===== config.mk =====
export PLATFORM = sky130hd
export DESIGN_NAME = extended_gcd
export DESIGN_NICKNAME = d
export VERILOG_FILES = /design/src/hdl/egcd_pkg.sv /design/src/hdl/extended_gcd.sv
export SDC_FILE = /design/constraint.sdc
export NUM_CORES = 1
export LEC_CHECK = 0
export ABC_AREA = 1
export BUFFER_PORTS_ARGS = -buffer_cell sky130_fd_sc_hd__buf_2
export CORE_MARGIN = 2
export CORE_UTILIZATION = 55
export DETAILED_ROUTE_END_ITERATION = 16
export GPL_TIMING_DRIVEN = 1
export PLACE_DENSITY = 0.77
export SLEW_MARGIN = 20
export SYNTH_ARGS = -nofsm -noshare
export SYNTH_HDL_FRONTEND = slang
export SYNTH_SLANG_ARGS = --single-unit

===== constraint.sdc =====
create_clock -name clock -period 11 [get_ports clock]
set_clock_uncertainty 0.05 [all_clocks]
set_input_delay 2.2 -clock clock [delete_from_list [all_inputs] [get_ports clock]]
set_output_delay 2.2 -clock clock [all_outputs]
set_load 0.02 [all_outputs]

===== src/hdl/egcd_pkg.sv =====
package egcd_pkg;

   localparam int WIDTH = 32;
   localparam int CNT_W = $clog2(WIDTH);
   localparam logic [CNT_W-1:0] LAST_STEP = CNT_W'(WIDTH - 1);

   typedef enum logic [4:0] {
      ST_IDLE  = 5'b00001,
      ST_CHECK = 5'b00010,
      ST_DIV   = 5'b00100,
      ST_FIN   = 5'b01000,
      ST_DONE  = 5'b10000
   } state_type;

endpackage


===== src/hdl/extended_gcd.sv =====
// Extended Euclid: gcd of two unsigned operands plus Bezout coefficients.
// Input: drive req_operand_a/req_operand_b and pulse start while busy is
// low; the beat is taken at that edge and busy rises on the next cycle.
// Output: one beat per request, held on the rsp_ ports for exactly one
// cycle with rsp_valid high; busy falls in the cycle after. The receiver
// cannot stall, so nothing waits for it.
// Each Euclid round runs a restoring division one quotient bit per cycle
// in ST_DIV; the coefficient updates are folded into the same pass
// Horner style, then applied in ST_FIN before ST_CHECK tests the remainder.
// When operand_b is zero no division runs: ST_CHECK goes straight to ST_DONE.
// One request at a time; the next is taken from the cycle after the
// result beat, so the division step sets the pace.
// Reset (synchronous, active high) returns to idle and drops any request
// in progress; no result is produced for it.
module extended_gcd (
   input  logic                            clock,
   input  logic                            reset,
   input  logic                            start,
   output logic                            busy,
   input  logic [egcd_pkg::WIDTH-1:0]      req_operand_a,
   input  logic [egcd_pkg::WIDTH-1:0]      req_operand_b,
   output logic                            rsp_valid,
   output logic [egcd_pkg::WIDTH-1:0]      rsp_gcd_value,
   output logic signed [egcd_pkg::WIDTH:0] rsp_coef_a,
   output logic signed [egcd_pkg::WIDTH:0] rsp_coef_b
);
   localparam int W = egcd_pkg::WIDTH;

   egcd_pkg::state_type state_ff, state_in;
   logic [egcd_pkg::CNT_W-1:0] cnt_ff, cnt_in;
   logic [W-1:0] rp_ff, rp_in, rc_ff, rc_in, rem_ff, rem_in;
   logic [W:0]   sp_ff, sp_in, sc_ff, sc_in, tp_ff, tp_in, tc_ff, tc_in;
   logic [W:0]   xs_ff, xs_in, xt_ff, xt_in;
   logic [W:0]   rem_sh, diff;
   logic         qbit;

   assign rem_sh = {rem_ff, rp_ff[W-1]};
   assign diff   = rem_sh - {1'b0, rc_ff};
   assign qbit   = ~diff[W];

   always_comb begin
      state_in = state_ff;
      cnt_in   = cnt_ff;
      rp_in = rp_ff; rc_in = rc_ff; rem_in = rem_ff;
      sp_in = sp_ff; sc_in = sc_ff; tp_in = tp_ff; tc_in = tc_ff;
      xs_in = xs_ff; xt_in = xt_ff;
      case (state_ff)
         egcd_pkg::ST_IDLE: begin
            if (start) begin
               rp_in = req_operand_a;
               rc_in = req_operand_b;
               sp_in = (W+1)'(1); sc_in = '0;
               tp_in = '0;        tc_in = (W+1)'(1);
               state_in = egcd_pkg::ST_CHECK;
            end
         end
         egcd_pkg::ST_CHECK: begin
            rem_in = '0; xs_in = '0; xt_in = '0; cnt_in = '0;
            state_in = (rc_ff == '0) ? egcd_pkg::ST_DONE : egcd_pkg::ST_DIV;
         end
         egcd_pkg::ST_DIV: begin
            // dividend shifts out MSB first; X = 2X - qbit*c accumulates -q*c
            rp_in  = {rp_ff[W-2:0], 1'b0};
            rem_in = qbit ? diff[W-1:0] : rem_sh[W-1:0];
            xs_in  = {xs_ff[W-1:0], 1'b0} - (qbit ? sc_ff : '0);
            xt_in  = {xt_ff[W-1:0], 1'b0} - (qbit ? tc_ff : '0);
            cnt_in = cnt_ff + 1'b1;
            if (cnt_ff == egcd_pkg::LAST_STEP) state_in = egcd_pkg::ST_FIN;
         end
         egcd_pkg::ST_FIN: begin
            rp_in = rc_ff;  rc_in = rem_ff;
            sp_in = sc_ff;  sc_in = sp_ff + xs_ff;
            tp_in = tc_ff;  tc_in = tp_ff + xt_ff;
            state_in = egcd_pkg::ST_CHECK;
         end
         egcd_pkg::ST_DONE: state_in = egcd_pkg::ST_IDLE;
         default: state_in = egcd_pkg::ST_IDLE;
      endcase
   end

   always_ff @(posedge clock) begin
      if (reset) begin
         state_ff <= egcd_pkg::ST_IDLE;
         cnt_ff   <= '0;
      end else begin
         state_ff <= state_in;
         cnt_ff   <= cnt_in;
      end
      rp_ff <= rp_in; rc_ff <= rc_in; rem_ff <= rem_in;
      sp_ff <= sp_in; sc_ff <= sc_in; tp_ff <= tp_in; tc_ff <= tc_in;
      xs_ff <= xs_in; xt_ff <= xt_in;
   end

   assign busy          = (state_ff != egcd_pkg::ST_IDLE);
   assign rsp_valid     = (state_ff == egcd_pkg::ST_DONE);
   assign rsp_gcd_value = rp_ff;
   assign rsp_coef_a    = sp_ff;
   assign rsp_coef_b    = tp_ff;
endmodule


==> metrics.txt <==
Final GP Congestion 0.967; clk sinks 304; fmax 0.167 GHz; Mapped Area 0.0208 mm2; DRC 0; clk buf depth 3; number of global-route vias before repair 18200; Sequential cell area 0.00903 mm2; asr flop ratio synth 0%; largest net degree at the start of global routing 165; Worst Tran Pin Value 1.11 ns; antenna cells 0; main flop type after synthesis edfxtp_1; Max-slew headroom 24.9%; RSZ-0062 raised after global routing no; Synth Net Count 2748; crit end category flip-flop; status completed; Post-synth EDFFs 294; Area after DPL 0.0222 mm2; Detailed Route Iter0 Violations 1441; final setup TNS 0 ns; register area share after synthesis 43.4%; max cap viols 0; CP Max Fanout 65; Avg Vias per Cell 5.83; layout cells sized above 1 11.0%; # rows 71; synth warn 0; Die X 199 um; hold_buf cts 0; Gate Count Post-Synth 2516; Tot GR Track Use 30.1%; first-pass GRT wire length 93600 um; WHS 0.415 ns; drt pass-1 iters 7; post-synth cell types 57; Post-Syn Area per Cell 8.28 um2; final instance area 0.0234 mm2; CTS root buf clkbuf_16; Routed WL 59600 um; Vias 18700; post_cts resized 0; Reg2Reg Launch Point rsp_gcd_value[31]; Ports 167; multi-input logic area 0.0104 mm2; Port Buffer Count 166; leakage 10.0 nW; startpoint types flip-flop; Setup WS pre-CTS 5.09 ns; Worst-path clk slew 0.06 ns; crit path DAT 6.25 ns; H-tree depth 2; Hold Vio Cnt, Final 0; DR WL/cell 18.6 um; VDD IR-drop max 0.449 mV; full die area 0.0394 mm2; pwr dens 219 mW/mm2; area delta synth->final 12.1%; CTS tree done; Final Util 62.3%; gr ovfl total 0; Final Max Slew Viols 0; initial antenna violation count 0; core area 0.0375 mm2; Setup Crit Path Kind reg2reg; HP Class reg2reg; Final min period 6.00 ns; TritonCTS buffer count 36; Yosys reg bits 304; worst setup path start rsp_gcd_value[31]; Filler cells 3306; initial core utilization 55.5%; Final Setup Violations 0; setup bufs post-CTS 0; PnR worst setup slack 5.00 ns; hpwl dp 44400 um; nets 2905; crit share post-route 54.5%; min-delay src cnt_ff[3]; Routed Antenna Nets 0; Die Ht 199 um; Worst-Skew Late Latency 0.58 ns; WP data required 11.25 ns
## layer usage
metal	GRT usage (%)	part of all wire, %	up-vias
met5	0	0	-
li1	-	-	9048
met4	12.0	3.6	0
met1	41.0	44	8817
met2	48.5	45	710
met3	4.36	7.0	136
## worst max-delay path: stages, from the launching register on
cell and delay, ns:
edfxtp_1 0.37, inv_1 0.06, ha_1 0.21, fa_1 0.40, inv_1 0.07, nand2_1 0.05, nand2_1 0.10, nand3_1 0.09
nand2_2 0.11, nand2_1 0.07, nand2_2 0.12, nand2_2 0.08, nand3_2 0.13, nand2_2 0.25, clkinv_2 0.55, buf_4 0.66
nand2_1 0.13, ha_1 0.41, nand2_1 0.13, o21ai_0 0.27, a21oi_1 0.08, o311ai_0 0.84, a21oi_1 0.20, o21ai_0 0.20
a21oi_1 0.06
## synthesized netlist by cell type, types with 12 or more instances
master / count / area [um2]
nand2_1: 428 / 1610
inv_1: 324 / 1220
nor2_1: 321 / 1200
a21oi_1: 297 / 1490
edfxtp_1: 294 / 8830
o21ai_0: 202 / 1010
ha_1: 160 / 2000
nand3_1: 58 / 290
o21a_1: 53 / 398
clkbuf_1: 38 / 143
a22oi_1: 31 / 233
nor3_1: 27 / 135
nand2_2: 25 / 156
nand4_1: 23 / 144
a31oi_1: 20 / 125
xor2_1: 19 / 166
xnor2_1: 18 / 158
o21ai_1: 16 / 80.1
nor4_1: 14 / 87.6
buf_2: 12 / 60.1
## sequential cells by signal, summed over array words and instances, names as in the netlist
signal / cells
rc_ff: 32
rsp_coef_a: 33
rem_ff: 32
tc_ff: 33
cnt_ff: 5
xs_ff: 33
rsp_gcd_value: 32
sc_ff: 33
rsp_coef_b: 33
state_ff: 5
xt_ff: 33
## cells in the final DEF (no fill, tap or decap), types with 7 or more instances in the layout
cell type  instances
o21ai_0          202
clkinv_1           7
nand2_2           25
edfxtp_1         294
xor2_1            19
a21o_1            11
nor4_1            13
a22oi_1           31
dfxtp_1           10
buf_2            166
inv_1            322
nand2_1          428
a21oi_1          296
nor2_1           319
xnor2_1           18
a21boi_0           7
a21oi_2            7
o21ai_1           16
a221oi_1          11
nand3_1           58
a31oi_1           20
ha_1             160
nand4_1           23
nor3_1            27
clkbuf_16         36
clkinv_2          11
o21a_1            53
buf_4              7
## report_power, final
part           internal, mW  switching (mW)  leakage (nW)
Clock                 0.689           0.505         0.573
Sequential             1.58           0.155          2.93
Combinational         0.666            1.52          6.55
## layout make-up
class	count	share of cell area, %
Tap cell	511	2.74
Clock inverter	22	0.900
Timing Repair Buffer	175	3.99
Clock buffer	43	4.06
Multi-Input combinational cell	1827	44.3
Sequential cell	304	38.7
Inverter	329	5.32
## per-stage QoR
stage / instances / power (mW)
after floorplan: 2516 / 3.29
after global placement: 3145 / 3.85
after detailed placement: 3145 / 3.88
after CTS: 3210 / 5.08
after global routing: 3211 / 5.41
final: 3211 / 5.11
## cell families after synthesis
kind of cell,Yosys count,synth area share [%]
compound gates,707,19.6
simple gates,918,18.4
xor+xnor,37,1.56
buf+inv,385,7.05
fa+ha+maj,165,10.1
flops,304,43.4
## final timing paths
kind	end	slack, ns	depth (start not counted)
max	xs_ff[28]	5.00	24
max reg2reg	xs_ff[28]	5.00	24
min	cnt_ff[3]	0.41	2
min reg2reg	cnt_ff[3]	0.41	2
Note: power is estimated with default switching activity, not from simulation.
